**config.mk**
```make
export PLATFORM = sky130hd
export DESIGN_NAME = sha1_stream_hasher_top
export DESIGN_NICKNAME = d
export VERILOG_FILES = /design/src/design/sha1_pkg.sv /design/src/design/sha1_stream_hasher_top.sv /design/src/design/sha1_round.sv /design/src/design/sha1_engine.sv
export SDC_FILE = /design/constraint.sdc
export NUM_CORES = 2
export LEC_CHECK = 0
export BUFFER_PORTS_ARGS = -buffer_cell sky130_fd_sc_hd__buf_4
export CORE_MARGIN = 2
export CORE_UTILIZATION = 41
export CTS_CLUSTER_DIAMETER = 30
export DETAILED_ROUTE_END_ITERATION = 16
export SYNTH_ARGS = -nofsm -noshare
export SYNTH_HDL_FRONTEND = slang
export SYNTH_SLANG_ARGS = --single-unit
```
**constraint.sdc**
```tcl
create_clock -name clk -period 56.1 [get_ports clk]
set_clock_uncertainty 0.2 [all_clocks]
set_input_delay 5.61 -clock clk [delete_from_list [all_inputs] [get_ports clk]]
set_output_delay 5.61 -clock clk [all_outputs]
set_load 0.005 [all_outputs]
```
**src/design/sha1_pkg.sv**
```systemverilog
// ----------------------------------------------------------------------------
// sha1_pkg
// shared types and constants of the streaming sha-1 hasher
// ----------------------------------------------------------------------------
package sha1_pkg;

  typedef struct packed {
    logic [7:0] data_byte;
    logic       byte_present;
    logic       last_byte;
  } msg_word_t;

  typedef struct packed {
    logic [31:0] digest_word;
    logic [2:0]  word_index;
    logic        last_word;
  } dig_word_t;

  typedef struct packed {
    logic [31:0] a;
    logic [31:0] b;
    logic [31:0] c;
    logic [31:0] d;
    logic [31:0] e;
  } work_t;

  typedef struct packed {
    logic       push;
    logic [7:0] push_byte;
    logic       start;
    logic       init;
  } eng_cmd_t;

  localparam int unsigned NUM_WORDS   = 5;
  localparam int unsigned NUM_ROUNDS  = 80;
  localparam logic [7:0]  PAD_BYTE    = 8'h80;
  localparam logic [5:0]  LEN_OFFSET  = 6'd56;
  localparam logic [5:0]  FILL_LAST   = 6'd63;

  localparam logic [31:0] IV [NUM_WORDS] = '{
    32'h67452301, 32'hEFCDAB89, 32'h98BADCFE, 32'h10325476, 32'hC3D2E1F0
  };

  localparam logic [31:0] K0 = 32'h5A827999;
  localparam logic [31:0] K1 = 32'h6ED9EBA1;
  localparam logic [31:0] K2 = 32'h8F1BBCDC;
  localparam logic [31:0] K3 = 32'hCA62C1D6;

  function automatic logic [31:0] rotl(input logic [31:0] x, input int unsigned n);
    rotl = (x << n) | (x >> (32 - n));
  endfunction

endpackage

```
**src/design/sha1_stream_hasher_top.sv**
```systemverilog
// ----------------------------------------------------------------------------
// sha1_stream_hasher_top
// streaming sha-1: one message byte per word in, five digest words out
//
//   channel  dir  handshake             payload
//   msg      in   msg_valid/msg_stall   data_byte, byte_present, last_byte
//   dig      out  dig_valid/dig_stall   digest_word, word_index, last_word
//
// the 64th byte of a block starts the shared round unit, which runs 80 rounds
// plus one chain update with msg stalled. a last word then pushes one padding
// byte per cycle (9 to 72 bytes, with a pause in the zero state before the
// length bytes) and waits for each compression this triggers, one or two,
// then sends five digest words.
// reset is synchronous; dig holds its word while dig_stall is high.
// ----------------------------------------------------------------------------
module sha1_stream_hasher_top (
  input  logic                 clk,
  input  logic                 rst,
  input  logic                 msg_valid,
  output logic                 msg_stall,
  input  sha1_pkg::msg_word_t  msg,
  output logic                 dig_valid,
  input  logic                 dig_stall,
  output sha1_pkg::dig_word_t  dig
);
  import sha1_pkg::*;

  localparam logic [2:0] S_IDLE  = 3'd0;
  localparam logic [2:0] S_PAD80 = 3'd1;
  localparam logic [2:0] S_ZERO  = 3'd2;
  localparam logic [2:0] S_LEN   = 3'd3;
  localparam logic [2:0] S_ROUND = 3'd4;
  localparam logic [2:0] S_OUT   = 3'd5;

  logic [2:0]  state, state_next;
  logic [2:0]  ret_state, ret_state_next;
  logic [5:0]  fill, fill_next;
  logic [63:0] len, len_next;
  logic [2:0]  len_idx, len_idx_next;
  logic [2:0]  out_idx, out_idx_next;
  logic [63:0] len_sh;
  eng_cmd_t    cmd;
  logic        busy;
  logic [31:0] chain_word;

  assign len_sh = len << {len_idx, 3'b000};

  sha1_engine u_engine (
    .clk        (clk),
    .rst        (rst),
    .cmd        (cmd),
    .word_sel   (out_idx),
    .busy       (busy),
    .chain_word (chain_word)
  );

  always_comb begin
    state_next     = state;
    ret_state_next = ret_state;
    fill_next      = fill;
    len_next       = len;
    len_idx_next   = len_idx;
    out_idx_next   = out_idx;
    cmd            = '0;
    msg_stall      = 1'b1;
    dig_valid      = 1'b0;

    unique case (state)
      S_IDLE: begin
        msg_stall = 1'b0;
        if (msg_valid) begin
          if (msg.byte_present) begin
            cmd.push      = 1'b1;
            cmd.push_byte = msg.data_byte;
            fill_next     = fill + 6'd1;
            len_next      = len + 64'd8;
          end
          if (msg.byte_present && fill == FILL_LAST) begin
            cmd.start      = 1'b1;
            ret_state_next = msg.last_byte ? S_PAD80 : S_IDLE;
            state_next     = S_ROUND;
          end else if (msg.last_byte) begin
            state_next = S_PAD80;
          end
        end
      end
      S_PAD80: begin
        cmd.push      = 1'b1;
        cmd.push_byte = PAD_BYTE;
        fill_next     = fill + 6'd1;
        if (fill == FILL_LAST) begin
          cmd.start      = 1'b1;
          ret_state_next = S_ZERO;
          state_next     = S_ROUND;
        end else begin
          state_next = S_ZERO;
        end
      end
      S_ZERO: begin
        if (fill == LEN_OFFSET) begin
          state_next = S_LEN;
        end else begin
          cmd.push      = 1'b1;
          cmd.push_byte = 8'h00;
          fill_next     = fill + 6'd1;
          if (fill == FILL_LAST) begin
            cmd.start      = 1'b1;
            ret_state_next = S_ZERO;
            state_next     = S_ROUND;
          end
        end
      end
      S_LEN: begin
        // length goes out most significant byte first
        cmd.push      = 1'b1;
        cmd.push_byte = len_sh[63:56];
        fill_next     = fill + 6'd1;
        len_idx_next  = len_idx + 3'd1;
        if (len_idx == 3'd7) begin
          cmd.start      = 1'b1;
          ret_state_next = S_OUT;
          state_next     = S_ROUND;
        end
      end
      S_ROUND: begin
        if (!busy) begin
          state_next = ret_state;
        end
      end
      S_OUT: begin
        dig_valid = 1'b1;
        if (!dig_stall) begin
          out_idx_next = out_idx + 3'd1;
          if (out_idx == 3'(NUM_WORDS - 1)) begin
            cmd.init     = 1'b1;
            fill_next    = '0;
            len_next     = '0;
            len_idx_next = '0;
            out_idx_next = '0;
            state_next   = S_IDLE;
          end
        end
      end
      default: begin
        state_next = S_IDLE;
      end
    endcase
  end

  always_comb begin
    dig.digest_word = chain_word;
    dig.word_index  = out_idx;
    dig.last_word   = (out_idx == 3'(NUM_WORDS - 1));
  end

  always_ff @(posedge clk) begin
    if (rst) begin
      state     <= S_IDLE;
      ret_state <= S_IDLE;
      fill      <= '0;
      len       <= '0;
      len_idx   <= '0;
      out_idx   <= '0;
    end else begin
      state     <= state_next;
      ret_state <= ret_state_next;
      fill      <= fill_next;
      len       <= len_next;
      len_idx   <= len_idx_next;
      out_idx   <= out_idx_next;
    end
  end

endmodule

```
**src/design/sha1_round.sv**
```systemverilog
// ----------------------------------------------------------------------------
// sha1_round
// one sha-1 round: boolean function, constant and five-input add
// ----------------------------------------------------------------------------
module sha1_round (
  input  sha1_pkg::work_t  work,
  input  logic [31:0]      w,
  input  logic [6:0]       round,
  output sha1_pkg::work_t  work_next
);
  import sha1_pkg::*;

  logic [31:0] f;
  logic [31:0] k;

  always_comb begin
    if (round < 7'd20) begin
      f = (work.b & work.c) | (~work.b & work.d);
      k = K0;
    end else if (round < 7'd40) begin
      f = work.b ^ work.c ^ work.d;
      k = K1;
    end else if (round < 7'd60) begin
      f = (work.b & work.c) | (work.b & work.d) | (work.c & work.d);
      k = K2;
    end else begin
      f = work.b ^ work.c ^ work.d;
      k = K3;
    end
  end

  always_comb begin
    work_next.a = rotl(work.a, 5) + f + work.e + k + w;
    work_next.b = work.a;
    work_next.c = rotl(work.b, 30);
    work_next.d = work.c;
    work_next.e = work.d;
  end

endmodule

```
**src/design/sha1_engine.sv**
```systemverilog
// ----------------------------------------------------------------------------
// sha1_engine
// block window, message schedule, chain value and the round sequencer
// ----------------------------------------------------------------------------
module sha1_engine (
  input  logic              clk,
  input  logic              rst,
  input  sha1_pkg::eng_cmd_t cmd,
  input  logic [2:0]        word_sel,
  output logic              busy,
  output logic [31:0]       chain_word
);
  import sha1_pkg::*;

  // 16-word window, oldest word in the top bits
  logic [511:0] win;
  logic [31:0]  chain [NUM_WORDS];
  logic [6:0]   round;
  work_t        work;
  work_t        work_next;
  logic [31:0]  w_new;

  assign w_new = rotl(win[511-13*32 -: 32] ^ win[511-8*32 -: 32]
                    ^ win[511-2*32 -: 32] ^ win[511 -: 32], 1);

  sha1_round u_round (
    .work      (work),
    .w         (win[511 -: 32]),
    .round     (round),
    .work_next (work_next)
  );

  always_ff @(posedge clk) begin
    if (cmd.push) begin
      win <= {win[503:0], cmd.push_byte};
    end else if (busy && round != 7'(NUM_ROUNDS)) begin
      win <= {win[479:0], w_new};
    end
    if (cmd.start) begin
      work <= '{a: chain[0], b: chain[1], c: chain[2], d: chain[3], e: chain[4]};
    end else if (busy && round != 7'(NUM_ROUNDS)) begin
      work <= work_next;
    end
  end

  always_ff @(posedge clk) begin
    if (rst) begin
      busy  <= 1'b0;
      round <= '0;
      for (int i = 0; i < NUM_WORDS; i++) chain[i] <= IV[i];
    end else if (cmd.init) begin
      for (int i = 0; i < NUM_WORDS; i++) chain[i] <= IV[i];
    end else if (cmd.start) begin
      busy  <= 1'b1;
      round <= '0;
    end else if (busy) begin
      if (round != 7'(NUM_ROUNDS)) begin
        round <= round + 7'd1;
      end else begin
        // fold the block result into the chain
        chain[0] <= chain[0] + work.a;
        chain[1] <= chain[1] + work.b;
        chain[2] <= chain[2] + work.c;
        chain[3] <= chain[3] + work.d;
        chain[4] <= chain[4] + work.e;
        busy     <= 1'b0;
      end
    end
  end

  assign chain_word = chain[word_sel];

endmodule
```
==> metrics.cfg <==
[die]
start_util_pct=41.3
core_area_mm2=0.128
row_count=131
design.die.area_mm2=0.132
die_h_um=363
die_w_um=363
io_pins=52

[logic_synthesis]
synth.area.top_cells=edfxtp_1 47%, mux2_2 11%, ha_1 5.4%
synth-seq-cells=922
synth_top_flop_cell=edfxtp_1
synth_common_cells=832 x edfxtp_1, 625 x nand2_1, 513 x mux2_2, 275 x nor2_1, 228 x ha_1
synth-edff-count=832
ys_seq_area_share_pct=50.8
syn_area_mm2=0.0527
synth.top_cell.area_share_pct=47.4
ys_types=73
syn_avg_cell_area_um2=11.9
async_reset_ff_share_pct=0
synthCells=4422
synth_warnings=0
synth.most_common_cell=edfxtp_1
syn_nets=4784
yosysTopAreaCell=edfxtp_1

[global_routing]
grt_pass1_wl_mm=204
antenna_found_initial=0
grt_pass1_vias=35000
grt_max_degree=195
grt_overflow=0
track_usage_pct=20.1

[timing]
setup-violations-final=0
max-slew-margin-rel_pct=27.9
finalHoldViolations=0
slew_viol_final=0
fmaxAchievable_mhz=91.2
period_needed_ns=10.96
fin_crit_sh_pct=19.5
final.setup.tns_ns=0
worst_pin_slew_ns=1.08
rsz0062_at_grt=no

[flow_run]
max_cap_viol_count=0

[cts]
htree_levels=4
clk_latency_ns=0.82
path_clk_slew_ns=0.05
root_buffer=clkbuf_16
hold_buffers=0
post_cts_resized=0
cts.sinks=922
cts_tree=built
post_cts_buffers=0
clk_path_buf_depth=3
cts_buffers=206

[cells_and_area]
fin_nets=4914
layout-drive-gt1-share_pct=21.2
fin_area_mm2=0.0619
diodes=0
utilization_pct=48.5
syn_to_final_growth_pct=17.4

[detailed_routing]
wirelength_mm=132
vias=34800
viasPerCell=5.45
ant_nets=0
drtIter0Drc=2713
wire_per_inst_um=20.7
drc=0
drt_pass1_iterations=5

[critical_path]
worstPathArrival_ns=11.18
regToRegEndpoint=u_engine.work[152]
start_kind=primary input
critPathMaxFanout=80
crit_type=primary input to flop
rr_startpoint=u_engine.round[4]
rr_worst_depth=26
rrSetupSlack_ns=47.89
critPathRequiredTime_ns=56.32
end_kind=flop

[placed_design]
place_hpwl_mm=91.6
place_congestion=0.903
portBuffers=51
place_area_mm2=0.0549

[min_path]
min_from=ret_state[1]
hold_depth=2
hold_path_class=flop to flop
min_to=ret_state[1]

[pwr]
p_leak_nw=23.2
p_per_area_mw_per_mm2=53.6
max-vdd-ir-drop_v=0.0000596
power_mw=3.32

[run_status]
status=finished clean

## worst max path at each step
stage / startpoint / endpoint / slack [ns]
after floorplan: u_engine.round[0] / u_engine.win[0] / 30.30
after global placement: msg[1] / u_engine.win[139] / 44.24
after detailed placement: msg[1] / u_engine.win[139] / 44.26
after CTS: msg[1] / u_engine.win[331] / 45.11
after global routing: msg[1] / u_engine.win[299] / 44.77
final: msg[1] / u_engine.win[210] / 45.14
## cell families after synthesis
logic type / after synthesis / share of synthesized area [%]
xor gates and xnor gates: 317 / 5.26
muxes: 578 / 13.3
AOI/OAI and AO/OA: 647 / 7.73
buffers and inverters: 370 / 2.64
and+or+nand+nor: 1240 / 10.4
DFF: 922 / 50.8
adders and majority gates: 348 / 9.96
## flip-flops by register name, summed over array words and instances, names as in the netlist, named ones only
name,flops
u_engine.chain,160
u_engine.win,512
u_engine.work,160
len_idx,3
u_engine.busy,1
state,3
ret_state,3
len,61
fill,6
u_engine.round,7
out_idx,3
## critical path: stages
cell      delay (ns)
buf_4           0.10
nand2_1         0.11
or2_2           0.32
a21oi_4         0.60
o21bai_4        0.24
buf_4           0.64
buf_4           0.81
buf_4           0.83
buf_4           0.88
buf_4           0.80
## where the power goes
part           internal (mW)  switching, mW
Clock                  0.787          0.412
Sequential              1.12          0.154
Combinational          0.429          0.417
## stage by stage
stage,hold slack (ns),cells,setup WS (ns)
2_1_floorplan,0.227,4422,30.30
3_3_place_gp,0.244,6006,44.24
3_5_place_dp,0.251,6006,44.26
4_1_cts,0.257,6393,45.11
5_1_grt,0.287,6393,44.77
6_report,0.250,6393,45.14
## layout by cell type, fill, tap and decap left out, types with 22 or more instances in the layout
master,Yosys,layout
edfxtp_1,832,832
nand2_1,625,623
mux2_2,513,513
nor2_1,275,275
ha_1,228,228
clkbuf_16,0,207
inv_1,206,206
xnor2_1,194,194
o21ai_0,188,188
a21oi_1,166,165
xor2_1,123,123
fa_1,120,120
dfxtp_1,90,87
buf_4,0,84
a21o_1,76,76
nand3_1,54,54
nor2b_1,50,50
nor3_1,48,47
mux4_2,45,45
nand2b_1,35,34
clkinv_1,0,33
and3_1,29,29
o21a_1,29,29
or3_1,30,29
clkbuf_1,147,29
o21bai_1,27,26
a211oi_1,26,26
clkinv_2,0,25
nand4_1,22,22
bufinv_16,0,22
clkinvlp_4,0,22
## routing by layer
metal | track usage, % | vias to the layer above | routed length, µm
met5 | 0 | - | 0
met4 | 6.18 | 0 | 3020
met3 | 3.57 | 189 | 7520
met2 | 31.8 | 910 | 61300
met1 | 28.0 | 17400 | 60200
li1 | - | 16400 | -
## cell type report
cell class,count,area [µm²]
clock inverters,147,1670
flip-flops and latches,922,26800
well taps,1662,2080
inverters,207,777
multi-input cells,3130,24600
clock buffers,240,5340
repair buffers,85,651
fillers,11300,65700
No activity file was read; power rests on OpenSTA's default activity.
